<file path="src/hdl/stt_pkg.sv">
// Shared types and codes for the software timer table.
// Used by the sequencer, the output register and the top level.
`timescale 1ns / 1ps

package stt_pkg;

  typedef enum logic [1:0] {
    REQ_START = 2'd0,
    REQ_STOP  = 2'd1,
    REQ_TICK  = 2'd2,
    REQ_NONE  = 2'd3
  } req_e_t;

  typedef enum logic [1:0] {
    KIND_START  = 2'd0,
    KIND_STOP   = 2'd1,
    KIND_EXPIRY = 2'd2,
    KIND_DONE   = 2'd3
  } kind_e_t;

  typedef enum logic [1:0] {
    ST_OK        = 2'd0,
    ST_NO_OWNER  = 2'd1,
    ST_FULL      = 2'd2,
    ST_NOT_FOUND = 2'd3
  } status_e_t;

  typedef enum logic [1:0] {
    S_IDLE  = 2'd0,
    S_SCAN  = 2'd1,
    S_REPLY = 2'd2
  } seq_state_t;

  localparam logic [31:0] INVALID_ID = 32'hFFFF_FFFF;

  // One table entry as it is kept in the slot memory.
  typedef struct packed {
    logic [31:0] id;
    logic [15:0] owner;
    logic [31:0] tag;
    logic [47:0] interval;
    logic [47:0] remaining;
    logic        periodic;
  } entry_t;

  // One result item on its way to the output register.
  typedef struct packed {
    kind_e_t     kind;
    status_e_t   status;
    logic [31:0] timer_id;
    logic [15:0] owner_id;
    logic [31:0] tag;
    logic        last;
  } result_t;

endpackage

</file>
<file path="src/hdl/stt_ram.sv">
// Generic single-port-write, single-port-read RAM with registered read data.
// No dependencies.
`timescale 1ns / 1ps

module stt_ram #(
  parameter int WIDTH = 8,
  parameter int DEPTH = 16
) (
  input  logic                                   clk,
  input  logic                                   we,
  input  logic [(DEPTH > 1 ? $clog2(DEPTH) : 1)-1:0] waddr,
  input  logic [WIDTH-1:0]                       wdata,
  input  logic [(DEPTH > 1 ? $clog2(DEPTH) : 1)-1:0] raddr,
  output logic [WIDTH-1:0]                       rdata
);

  logic [WIDTH-1:0] mem [DEPTH];
  logic [WIDTH-1:0] rdata_r;

  always_ff @(posedge clk) begin
    if (we) begin
      mem[waddr] <= wdata;
    end
    rdata_r <= mem[raddr];
  end

  assign rdata = rdata_r;

endmodule

</file>
<file path="src/hdl/stt_obuf.sv">
// Single-entry output register for result items.
// Depends on stt_pkg for the result item type.
`timescale 1ns / 1ps

module stt_obuf
  import stt_pkg::*;
(
  input  logic    clk,
  input  logic    rst_n,
  input  logic    push,
  input  result_t item,
  output logic    can_push,
  output logic    out_valid,
  input  logic    out_stall,
  output result_t out_item
);

  logic    valid_r;
  result_t data_r;

  always_ff @(posedge clk) begin
    if (!rst_n) begin
      valid_r <= 1'b0;
    end else if (push) begin
      valid_r <= 1'b1;
    end else if (!out_stall) begin
      valid_r <= 1'b0;
    end
  end

  always_ff @(posedge clk) begin
    if (push) begin
      data_r <= item;
    end
  end

  assign can_push  = !valid_r || !out_stall;
  assign out_valid = valid_r;
  assign out_item  = data_r;

endmodule

</file>
<file path="src/hdl/stt_seq.sv">
// Request sequencer for start, stop and tick: walks the slot memory one entry
// per cycle, bar output stalls. Depends on stt_pkg; drives stt_ram, stt_obuf.
`timescale 1ns / 1ps

module stt_seq
  import stt_pkg::*;
#(
  parameter int TIMER_SLOTS = 16
) (
  input  logic                                               clk,
  input  logic                                               rst_n,
  input  logic                                               in_valid,
  output logic                                               in_stall,
  input  logic [1:0]                                         in_req_type,
  input  logic                                               in_owner_present,
  input  logic [15:0]                                        in_owner_id,
  input  logic [47:0]                                        in_interval_ns,
  input  logic                                               in_periodic,
  input  logic [31:0]                                        in_user_tag,
  input  logic [31:0]                                        in_timer_id,
  input  logic [31:0]                                        in_tick_ns,
  output logic                                               ram_we,
  output logic [(TIMER_SLOTS > 1 ? $clog2(TIMER_SLOTS) : 1)-1:0] ram_waddr,
  output entry_t                                             ram_wdata,
  output logic [(TIMER_SLOTS > 1 ? $clog2(TIMER_SLOTS) : 1)-1:0] ram_raddr,
  input  entry_t                                             ram_rdata,
  output logic                                               push,
  output result_t                                            item,
  input  logic                                               can_push
);

  localparam int IDX_W = (TIMER_SLOTS > 1) ? $clog2(TIMER_SLOTS) : 1;
  localparam logic [IDX_W-1:0] LAST_IDX = IDX_W'(TIMER_SLOTS - 1);

  seq_state_t              state_r, state_nxt;
  logic [IDX_W-1:0]        idx_r, idx_nxt;
  logic [TIMER_SLOTS-1:0]  valid_r, valid_nxt;
  logic [31:0]             next_id_r, next_id_nxt;
  kind_e_t                 rep_kind_r, rep_kind_nxt;
  status_e_t               rep_status_r, rep_status_nxt;
  logic [31:0]             rep_id_r, rep_id_nxt;

  req_e_t                  req_r;
  logic [15:0]             owner_r;
  logic [47:0]             interval_r;
  logic                    per_r;
  logic [31:0]             tag_r;
  logic [31:0]             tid_r;
  logic [31:0]             tick_r;

  logic                    accept;
  logic                    advance;
  logic                    last_slot;
  logic                    rem_gt;
  logic [47:0]             new_rem;

  assign in_stall  = (state_r != S_IDLE);
  assign accept    = in_valid && !in_stall;
  assign last_slot = (idx_r == LAST_IDX);
  assign rem_gt    = ram_rdata.remaining > {16'd0, tick_r};
  assign new_rem   = rem_gt ? (ram_rdata.remaining - {16'd0, tick_r}) : 48'd0;

  always_ff @(posedge clk) begin
    if (!rst_n) begin
      state_r   <= S_IDLE;
      idx_r     <= '0;
      valid_r   <= '0;
      next_id_r <= 32'd0;
    end else begin
      state_r   <= state_nxt;
      idx_r     <= idx_nxt;
      valid_r   <= valid_nxt;
      next_id_r <= next_id_nxt;
    end
  end

  always_ff @(posedge clk) begin
    rep_kind_r   <= rep_kind_nxt;
    rep_status_r <= rep_status_nxt;
    rep_id_r     <= rep_id_nxt;
    if (accept) begin
      req_r      <= req_e_t'(in_req_type);
      owner_r    <= in_owner_id;
      interval_r <= in_interval_ns;
      per_r      <= in_periodic;
      tag_r      <= in_user_tag;
      tid_r      <= in_timer_id;
      tick_r     <= in_tick_ns;
    end
  end

  always_comb begin
    state_nxt      = state_r;
    idx_nxt        = idx_r;
    valid_nxt      = valid_r;
    next_id_nxt    = next_id_r;
    rep_kind_nxt   = rep_kind_r;
    rep_status_nxt = rep_status_r;
    rep_id_nxt     = rep_id_r;
    advance        = 1'b0;
    ram_we         = 1'b0;
    ram_waddr      = idx_r;
    ram_wdata      = ram_rdata;
    push           = 1'b0;
    item           = '{kind: KIND_EXPIRY, status: ST_OK, timer_id: ram_rdata.id,
                       owner_id: ram_rdata.owner, tag: ram_rdata.tag, last: 1'b0};

    unique case (state_r)
      S_IDLE: begin
        if (in_valid) begin
          idx_nxt = '0;
          priority case (req_e_t'(in_req_type))
            REQ_START: begin
              if (!in_owner_present) begin
                rep_kind_nxt   = KIND_START;
                rep_status_nxt = ST_NO_OWNER;
                rep_id_nxt     = INVALID_ID;
                state_nxt      = S_REPLY;
              end else begin
                state_nxt = S_SCAN;
              end
            end
            REQ_STOP: begin
              if (!in_owner_present) begin
                rep_kind_nxt   = KIND_STOP;
                rep_status_nxt = ST_NO_OWNER;
                rep_id_nxt     = in_timer_id;
                state_nxt      = S_REPLY;
              end else begin
                state_nxt = S_SCAN;
              end
            end
            REQ_TICK: state_nxt = S_SCAN;
            default:  state_nxt = S_IDLE;
          endcase
        end
      end

      S_SCAN: begin
        unique case (req_r)
          REQ_START: begin
            if (!valid_r[idx_r]) begin
              ram_we             = 1'b1;
              ram_wdata          = '{id: next_id_r, owner: owner_r, tag: tag_r,
                                     interval: interval_r, remaining: interval_r,
                                     periodic: per_r};
              valid_nxt[idx_r]   = 1'b1;
              rep_kind_nxt       = KIND_START;
              rep_status_nxt     = ST_OK;
              rep_id_nxt         = next_id_r;
              next_id_nxt        = next_id_r + 32'd1;
              state_nxt          = S_REPLY;
            end else if (last_slot) begin
              rep_kind_nxt   = KIND_START;
              rep_status_nxt = ST_FULL;
              rep_id_nxt     = INVALID_ID;
              state_nxt      = S_REPLY;
            end else begin
              advance = 1'b1;
            end
          end
          REQ_STOP: begin
            if (valid_r[idx_r] && ram_rdata.id == tid_r && ram_rdata.owner == owner_r) begin
              valid_nxt[idx_r] = 1'b0;
              rep_kind_nxt     = KIND_STOP;
              rep_status_nxt   = ST_OK;
              rep_id_nxt       = tid_r;
              state_nxt        = S_REPLY;
            end else if (last_slot) begin
              rep_kind_nxt   = KIND_STOP;
              rep_status_nxt = ST_NOT_FOUND;
              rep_id_nxt     = tid_r;
              state_nxt      = S_REPLY;
            end else begin
              advance = 1'b1;
            end
          end
          REQ_TICK: begin
            // A slot that expires holds the scan until the output can take it.
            logic move;
            move = 1'b1;
            if (valid_r[idx_r]) begin
              if (new_rem == 48'd0) begin
                if (can_push) begin
                  push                = 1'b1;
                  ram_we              = 1'b1;
                  ram_wdata.remaining = ram_rdata.periodic ? ram_rdata.interval : 48'd0;
                  if (!ram_rdata.periodic) begin
                    valid_nxt[idx_r] = 1'b0;
                  end
                end else begin
                  move = 1'b0;
                end
              end else begin
                ram_we              = 1'b1;
                ram_wdata.remaining = new_rem;
              end
            end
            if (move) begin
              if (last_slot) begin
                rep_kind_nxt   = KIND_DONE;
                rep_status_nxt = ST_OK;
                rep_id_nxt     = 32'd0;
                state_nxt      = S_REPLY;
              end else begin
                advance = 1'b1;
              end
            end
          end
          default: state_nxt = S_IDLE;
        endcase
      end

      S_REPLY: begin
        item = '{kind: rep_kind_r, status: rep_status_r, timer_id: rep_id_r,
                 owner_id: 16'd0, tag: 32'd0, last: 1'b1};
        if (can_push) begin
          push      = 1'b1;
          state_nxt = S_IDLE;
        end
      end

      default: state_nxt = S_IDLE;
    endcase

    if (advance) begin
      idx_nxt = idx_r + IDX_W'(1);
    end
  end

  // Read the next slot while the current one is evaluated; hold it on a stall.
  always_comb begin
    if (advance) begin
      ram_raddr = idx_r + IDX_W'(1);
    end else if (state_r == S_SCAN) begin
      ram_raddr = idx_r;
    end else begin
      ram_raddr = '0;
    end
  end

  a_push_room: assert property (@(posedge clk) disable iff (!rst_n)
    push |-> can_push)
    else $error("result pushed while the output register is full");

  a_write_in_scan: assert property (@(posedge clk) disable iff (!rst_n)
    ram_we |-> (state_r == S_SCAN))
    else $error("slot memory written outside a scan");

  a_id_advance: assert property (@(posedge clk) disable iff (!rst_n)
    (ram_we && state_r == S_SCAN && req_r == REQ_START)
      |=> (next_id_r == $past(next_id_r) + 32'd1) && valid_r[$past(idx_r)])
    else $error("start did not claim its slot or advance the id");

  a_reply_last: assert property (@(posedge clk) disable iff (!rst_n)
    (push && state_r == S_REPLY) |-> (item.last && state_nxt == S_IDLE))
    else $error("closing result item without last");

endmodule

</file>
<file path="src/hdl/software_timer_table_core.sv">
// Top level of the software timer table: request sequencer, slot memory and
// output register. Depends on stt_pkg, stt_ram, stt_obuf and stt_seq.
`timescale 1ns / 1ps

// The block keeps TIMER_SLOTS software timers and serves one request at a
// time. A start request claims the lowest free slot, tags it with the next id
// from a wrapping 32-bit counter and replies with that id; it is refused with
// "no owner" or "table full" and an id of all ones. A stop request frees the
// lowest slot whose id and owner both match, or replies "not found", or "no
// owner" when no owner is given. A tick request lowers every live count by
// the tick, saturating at zero, emits one expiry item per timer that reaches
// zero in slot order, reloads periodic timers, frees one-shot timers, and
// closes with a "tick done" item that has last set. Every request but an
// unknown one ends with exactly one item that has last set; an unknown request
// type is dropped without a result. The slot fields live in one synchronous
// memory read one entry per cycle, while the slot valid bits sit in flip-flops
// that reset clears, so no clearing pass is needed after reset. A tick walks
// every slot in turn, then hands the closing item to the output register and
// returns to idle; a result item, expiry or closing, that waits on a full
// output register holds the sequencer. A start or stop ends its walk at the
// free or matching slot or at the last slot, a refused request without an
// owner goes straight to its reply, and an unknown request leaves the
// sequencer idle. The input is stalled while a request is in flight; the
// output register lets the next request be accepted while the previous
// closing item still waits to be taken.
module software_timer_table_core
  import stt_pkg::*;
#(
  parameter int TIMER_SLOTS = 16
) (
  input  logic        clk,
  input  logic        rst_n,

  input  logic        in_valid,
  output logic        in_stall,
  input  logic [1:0]  in_req_type,
  input  logic        in_owner_present,
  input  logic [15:0] in_owner_id,
  input  logic [47:0] in_interval_ns,
  input  logic        in_periodic,
  input  logic [31:0] in_user_tag,
  input  logic [31:0] in_timer_id,
  input  logic [31:0] in_tick_ns,

  output logic        out_valid,
  input  logic        out_stall,
  output logic [1:0]  out_result_kind,
  output logic [1:0]  out_status,
  output logic [31:0] out_timer_id,
  output logic [15:0] out_owner_id,
  output logic [31:0] out_tag,
  output logic        out_last
);

  localparam int IDX_W = (TIMER_SLOTS > 1) ? $clog2(TIMER_SLOTS) : 1;

  // Slot memory port signals.
  logic             ram_we;
  logic [IDX_W-1:0] ram_waddr;
  logic [IDX_W-1:0] ram_raddr;
  entry_t           ram_wdata;
  entry_t           ram_rdata;

  // Result items from the sequencer to the output register.
  logic             push;
  logic             can_push;
  result_t          item;
  result_t          out_item;

  stt_seq #(
    .TIMER_SLOTS(TIMER_SLOTS)
  ) u_seq (
    .clk              (clk),
    .rst_n            (rst_n),
    .in_valid         (in_valid),
    .in_stall         (in_stall),
    .in_req_type      (in_req_type),
    .in_owner_present (in_owner_present),
    .in_owner_id      (in_owner_id),
    .in_interval_ns   (in_interval_ns),
    .in_periodic      (in_periodic),
    .in_user_tag      (in_user_tag),
    .in_timer_id      (in_timer_id),
    .in_tick_ns       (in_tick_ns),
    .ram_we           (ram_we),
    .ram_waddr        (ram_waddr),
    .ram_wdata        (ram_wdata),
    .ram_raddr        (ram_raddr),
    .ram_rdata        (ram_rdata),
    .push             (push),
    .item             (item),
    .can_push         (can_push)
  );

  // Slot fields but the valid bits share one entry, read and written whole.
  stt_ram #(
    .WIDTH($bits(entry_t)),
    .DEPTH(TIMER_SLOTS)
  ) u_slot_ram (
    .clk   (clk),
    .we    (ram_we),
    .waddr (ram_waddr),
    .wdata (ram_wdata),
    .raddr (ram_raddr),
    .rdata (ram_rdata)
  );

  // The output register decouples result delivery from the memory scan.
  stt_obuf u_obuf (
    .clk       (clk),
    .rst_n     (rst_n),
    .push      (push),
    .item      (item),
    .can_push  (can_push),
    .out_valid (out_valid),
    .out_stall (out_stall),
    .out_item  (out_item)
  );

  assign out_result_kind = out_item.kind;
  assign out_status      = out_item.status;
  assign out_timer_id    = out_item.timer_id;
  assign out_owner_id    = out_item.owner_id;
  assign out_tag         = out_item.tag;
  assign out_last        = out_item.last;

endmodule
</file>
<file path="config.mk">
export PLATFORM = sky130hd
export DESIGN_NAME = software_timer_table_core
export DESIGN_NICKNAME = d
export VERILOG_FILES = /design/src/hdl/stt_pkg.sv /design/src/hdl/stt_ram.sv /design/src/hdl/stt_obuf.sv /design/src/hdl/stt_seq.sv /design/src/hdl/software_timer_table_core.sv
export SDC_FILE = /design/constraint.sdc
export NUM_CORES = 2
export LEC_CHECK = 0
export BUFFER_PORTS_ARGS = -buffer_cell sky130_fd_sc_hd__buf_2
export CORE_MARGIN = 1.5
export CORE_UTILIZATION = 40
export CTS_BUF_LIST = sky130_fd_sc_hd__clkbuf_2 sky130_fd_sc_hd__clkbuf_4 sky130_fd_sc_hd__clkbuf_8
export CTS_CLUSTER_DIAMETER = 30
export DETAILED_ROUTE_END_ITERATION = 10
export SLEW_MARGIN = 5
export SYNTH_ARGS = -nofsm -noshare
export SYNTH_HDL_FRONTEND = slang
export SYNTH_SLANG_ARGS = --single-unit
export TNS_END_PERCENT = 30
</file>
<file path="constraint.sdc">
create_clock -name clk -period 35.8 [get_ports clk]
set_input_delay 7.16 -clock clk [delete_from_list [all_inputs] [get_ports clk]]
set_output_delay 7.16 -clock clk [all_outputs]
set_load 0.1 [all_outputs]
</file>
; ---- Word-level counts from Yosys, hierarchy flattened
; Memories as Yosys holds them, arrays and structs flattened. A register that Yosys moved wholly into a read port is not among the register bits.
; Index checks and enable logic that the tools add are counted.
[classes]
n_addsub = 3
order_cmp = 3
n_eq_ne = 28
n_mux = 92
bitwise = 4
n_reduce_logical = 24
[op_table]
columns = cell, count
row1 = 177-bit 2-to-1 mux, 2
row2 = 32-bit 2-to-1 mux, 9
row3 = 48-bit 2-to-1 mux, 5
row4 = 128-bit 2-to-1 mux, 1
row5 = 32-bit one-hot mux with 2 select lines, 2
row6 = 16-bit 2-to-1 mux, 6
row7 = 32-bit one-hot mux with 3 select lines, 1
row8 = 48-bit one-hot mux with 2 select lines, 1
row9 = 81-bit 2-to-1 mux, 1
row10 = 48-bit by 32-bit > comparator with 1-bit output, 1
row11 = 48-bit zero test, 1
row12 = 16-bit one-hot mux with 3 select lines, 1
row13 = 48-bit by 32-bit subtractor with 48-bit output, 1
row14 = 2-bit 2-to-1 mux, 22
row15 = 32-bit by 1-bit adder with 32-bit output (second input constant), 1
row16 = 32-bit equality test, 1
row17 = 2-bit one-hot mux with 3 select lines, 4
row18 = 1-bit 2-to-1 mux, 23
row19 = 4-bit 2-to-1 mux, 5
row20 = 16-bit AND, 1
row21 = 16-bit equality test, 1
row22 = 16-bit inverter, 1
row23 = 16-bit bitwise OR, 1
row24 = 2-bit one-hot mux with 2 select lines, 4
row25 = other kinds (30), 58
[word_totals]
reg_bits = 339
ramBits = 2832
input_bits = 168
output_inout_bits = 87
n_memories = 1
[mem_list]
columns = memory, depth, word_bits, rd, rd_ports_with_merged_regs, write_ports, line_no
row1 = u_slot_ram.mem, 16, 177, 1, 1, 1, stt_ram.sv:17  ; logic [WIDTH-1:0] mem [DEPTH];

; ---- Depth between registers and ports, before layout
[depth]
depth_word = 12
ltp_mapped = 22

; ---- Hierarchy
; Synthesis repeated with hierarchy kept, for this count alone.
[hier_totals]
hier_cells = 6887
hier_area_um2 = 130386.3
[modules_own_cells]
columns = module, n_inst, cells_each, area_per_inst_um2, seq_area_each_um2
row1 = stt_ram, 1, 4629, 109949.2, 88585.0
row2 = stt_seq, 1, 2169, 17849.6, 7056.8
row3 = stt_obuf, 1, 89, 2587.5, 2572.5

; ---- Least setup slack after synthesis
; No wires, ideal clock.
[synth_path]
kind = in2reg
from = in out_stall
to = mem u_slot_ram.mem[15][0] (netlist bit) (enable)
t_arrival_ns = 14.997
required_ns = 35.083
path_slack_ns = 20.085
cell_stages = 4
path_buffers = 0
cell_sequence = nand2_1 -> or2_2 -> a31oi_1 -> nor2_1
[synth_via]
elab_chain_cells = 9
[synth_lines]
columns = element, line_no
row1 = start: declaration, software_timer_table_core.sv:46  ; input logic out_stall,
row2 = 1-bit zero test, --
row3 = 1-bit logical OR, stt_obuf.sv:37  ; assign can_push = !valid_r || !out_stall;
row4 = 1-bit 2-to-1 mux, stt_seq.sv:184  ; if (can_push) begin
row5 = 1-bit 2-to-1 mux, stt_seq.sv:183  ; if (new_rem == 48'd0) begin
row6 = 1-bit 2-to-1 mux, stt_seq.sv:182  ; if (valid_r[idx_r]) begin
row7 = 1-bit one-hot mux with 2 select lines, stt_seq.sv:140  ; unique case (req_r)
row8 = 1-bit 2-to-1 mux, stt_seq.sv:108  ; unique case (state_r)
row9 = 1-bit 2-to-1 mux, stt_ram.sv:21  ; if (we) begin
row10 = 1-bit 2-to-1 mux (implied by the code), stt_ram.sv:22  ; mem[waddr] <= wdata;
row11 = end: declaration, stt_ram.sv:17
; No other way between the ends.

; ---- Worst setup path after layout
[layout_path]
from = in out_stall
to = reg u_slot_ram.rdata_r[55], in the netlist u_slot_ram.rdata[55], read port of u_slot_ram.mem
[layout_via]
elab_chain_cells = 11
[layout_lines]
columns = element, line_no
row1 = 1-bit zero test, --
row2 = 1-bit logical OR, stt_obuf.sv:37
row3 = 1-bit 2-to-1 mux, stt_seq.sv:184
row4 = 1-bit 2-to-1 mux, stt_seq.sv:183
row5 = 1-bit 2-to-1 mux, stt_seq.sv:182
row6 = 1-bit 2-to-1 mux, stt_seq.sv:140
row7 = 1-bit 2-to-1 mux, stt_seq.sv:108
row8 = 1-bit 2-to-1 mux, stt_seq.sv:199  ; if (move) begin
row9 = 1-bit one-hot mux with 3 select lines, stt_seq.sv:140
row10 = 1-bit 2-to-1 mux, stt_seq.sv:108
row11 = 4-bit 2-to-1 mux, stt_seq.sv:233  ; if (advance) begin
row12 = end: declaration, stt_ram.sv:18  ; logic [WIDTH-1:0] rdata_r;
; No other way between the ends. The select of a mux whose other input is x is not followed.
; A chain may end at the register's enable or synchronous reset.

==> results by group <==
Floorplan
  – Rows: between 200 and 250
  – Die X: between 500 and 600 µm
  – CORE AREA: around 330000 µm²
  – Height of the die: ~580 µm
  – Die area: 337000 µm²
  – Initial Util: about two fifths
  – IO Pins: about 260

Global route
  – Overflow after GRT: 0
  – Initial antenna violation count: 16
  – Largest net degree at the start of global routing: roughly 200
  – Vias in the first global route: 83100
  – First-pass GRT wire length: around 580000 µm
  – Tot GR Track Use: between 20% and 30%

STA
  – Period minus WS final: about 12 ns
  – Final worst path period share: between 30% and 40%
  – RSZ-0062 raised after global routing: false
  – Setup TNS: 0 ns
  – Worst-margin pin slew: 1.35 ns
  – Hold Fails Final Rpt: 0
  – Clk_skew: ~0.14 ns
  – Max Fclk: roughly 0.080 GHz
  – Count of final setup violators: 0
  – Max Slew Vio Count: 0
  – Max-slew headroom at the worst pin: around a tenth

Place
  – Final Wtd Congestion: between 0.9 and 1
  – Instance area at placement: 139000 µm²
  – DP Wirelength: 203000 µm
  – Buffers on Ports: 254

Yosys
  – Synth Instances: roughly 8700
  – Synth top area cells: edfxtp_1, mux2i_1, dfxtp_1
  – Synth Cell Area: 133000 µm²
  – Mapped Nets: a little under 9000
  – Sequential area share after synthesis: between 70% and 80%
  – Leading area contributor after synthesis: edfxtp_1
  – Synth top area share: approximately 70%
  – Yosys warning count: 0
  – Seq cells post-synth: about 3300
  – Most used DFF post-synth: edfxtp_1
  – EDFF count, synth: roughly 3100
  – Ys async rst share: 0%
  – Mapped Avg Cell Area: about 15 µm²
  – Yosys cell types: 84

Final layout
  – Commonest non-fill, non-tap cell in the layout: edfxtp_1
  – Register Area: 98200 µm²
  – Cell area after layout: between 150000 and 200000 µm²
  – Nets@finish: 9331
  – Most frequent cells in the layout: edfxtp_1, clkbuf_8, a21oi_1
  – Number of fill cells in the layout: 28500
  – Layout area overhead: 15.3%
  – Multi-input gate area: 32300 µm²
  – Proportion of layout cells with a drive suffix above 1: 18.3%

Routing
  – Remaining DRCs: 0
  – Antenna viol nets, final: 0
  – Routed WL: ~400000 µm
  – DR WL/cell: between 20 and 30 µm
  – Initial DRC Count: slightly below 10000
  – Via count: between 80000 and 90000
  – DR vias/cell: 5.99
  – DRT Pass-1 Iters: 6

Clock tree
  – Sink Count: roughly 3300
  – Bufs on Longest Clock Path: 4
  – Post-CTS Setup Bufs: 0
  – Hold_buf cts: 0
  – H-Tree Level Count: 6
  – CTS tree: yes
  – Clk_lat worst skew: roughly 1.3 ns
  – Root Buffer: clkbuf_8
  – Clock-pin slew on the worst setup and hold paths: 0.06 ns
  – CTS buffer count: about 650
  – Post-CTS resize count: 0

Critical path
  – Setup CP Type: input pin to flip-flop
  – Slowest-stage cell, CP: buf_4
  – Crit. End Element: flip-flop
  – Largest stage delay, worst path: 1.06 ns
  – Critical-path cell list: buf_2, and2_2, and4_1, nand4_1, nand3_4, and2_4, buf_4, buf_4, buf_4, mux2i_1, a221oi_1, a221o_1
  – Worst Path Required: about 37 ns
  – Reg-to-reg slack, setup: around 25 ns
  – Worst path arrival time: approximately 14 ns
  – CP most frequent cell: buf_4
  – Crit-path max FO: just over 80
  – Worst setup SP type: input pin

Power and ir drop
  – Worst IR Drop VDD: about 40 µV
  – PwrDens: a little over 60 nW/µm²
  – Final Power: slightly above 9 mW
  – Pleak: about 54 nW

Job
  – Number of max-cap violations: 0

Outcome
  – Status: finished, final reports clean

Worst hold path
  – Min-Delay Path Class: flip-flop to flip-flop
## kinds of logic after synthesis
kind of cell	after synthesis	synth area share [%]
buffers and inverters	723	2.25
xor gates and xnor gates	98	0.644
adders and majority gates	45	0.428
AOI/OAI and AO/OA	2324	12.1
and+or+nand+nor	1480	5.48
DFF	3348	73.6
muxes	703	5.48
## sequential cells by signal (all words and copies together), names as in the netlist, 4 cells and up, named ones only
register          flops
u_slot_ram.mem     2832
u_obuf.out_item      85
u_seq.tid_r          32
u_seq.owner_r        16
u_seq.rep_id_r       32
u_seq.ram_waddr       4
u_seq.tick_r         32
u_seq.next_id_r      32
u_slot_ram.rdata    177
u_seq.interval_r     48
u_seq.tag_r          32
## per-stage QoR
| step | hold WS [ns] | instances | utilization [%] | setup slack, ns |
|---|---|---|---|---|
| floorplan | 0.467 | 8721 | - | 20.09 |
| global placement | 0.480 | 12800 | 42.0 | 22.37 |
| detailed placement | 0.501 | 12800 | 42.0 | 22.22 |
| CTS | 0.520 | 14000 | 46.5 | 23.45 |
| global route | 0.528 | 14000 | 46.5 | 23.14 |
| finish | 0.514 | 14000 | 46.5 | 23.31 |
## synth_stat cells (all sizes together) (36+ instances only)
cell type  count
a211oi       378
a21oi        684
a221o        200
a221oi       356
a22o          46
a22oi        244
and3         392
buf          198
clkbuf       471
dfxtp        232
edfxtp      3116
ha            44
inv           54
mux2         163
mux2i        535
nand2        654
nand3         46
nor2         142
nor2b         56
nor3          36
o21ai        280
xnor2         66
## worst max-delay path: cells and delay by family
| kind | cells | cell delay, ns |
|---|---|---|
| compound gates | 2 | 0.44 |
| buf+inv | 4 | 2.72 |
| mux | 1 | 0.28 |
| simple gates | 5 | 2.72 |
## final cells by class
cell class	instances	area share (%)
multi-input cells	4650	21.0
clock inverters	382	2.82
inverters	54	0.132
well taps	4366	3.55
clock buffers	819	6.83
repair buffers	413	1.79
flip-flops and latches	3348	63.8
diodes	6	0.00976
## report_power, final
part / internal, mW / total [mW] / switching, mW
Sequential: 4.39 / 4.45 / 0.0583
Combinational: 0.164 / 0.566 / 0.402
Clock: 2.54 / 4.26 / 1.73
Total: 7.09 / 9.28 / 2.19
## layer usage
metal | wire length, µm | global-route usage (%) | part of all wire, % | vias to the layer above
li1 | - | - | - | 35800
met3 | 33800 | 3.88 | 8.4 | 773
met2 | 191000 | 37.5 | 47 | 4264
met5 | 20 | 0 | 0.0050 | -
met4 | 14000 | 8.79 | 3.5 | 2
met1 | 165000 | 31.0 | 41 | 43200
## final timing paths
check,start,endpoint,cells after the start
worst max register to register,u_slot_ram.rdata[1]$_DFF_P_,u_slot_ram.rdata[55]$_DFF_P_,20
worst min-delay path,u_seq.rep_kind_r[1]$_SDFFCE_PN0P_,u_obuf.out_item[84]$_SDFFCE_PN1P_,1
worst max-delay path,out_stall,u_slot_ram.rdata[55]$_DFF_P_,12
worst min register to register,u_seq.rep_kind_r[1]$_SDFFCE_PN0P_,u_obuf.out_item[84]$_SDFFCE_PN1P_,1
Power figures use the tool's default switching activity.
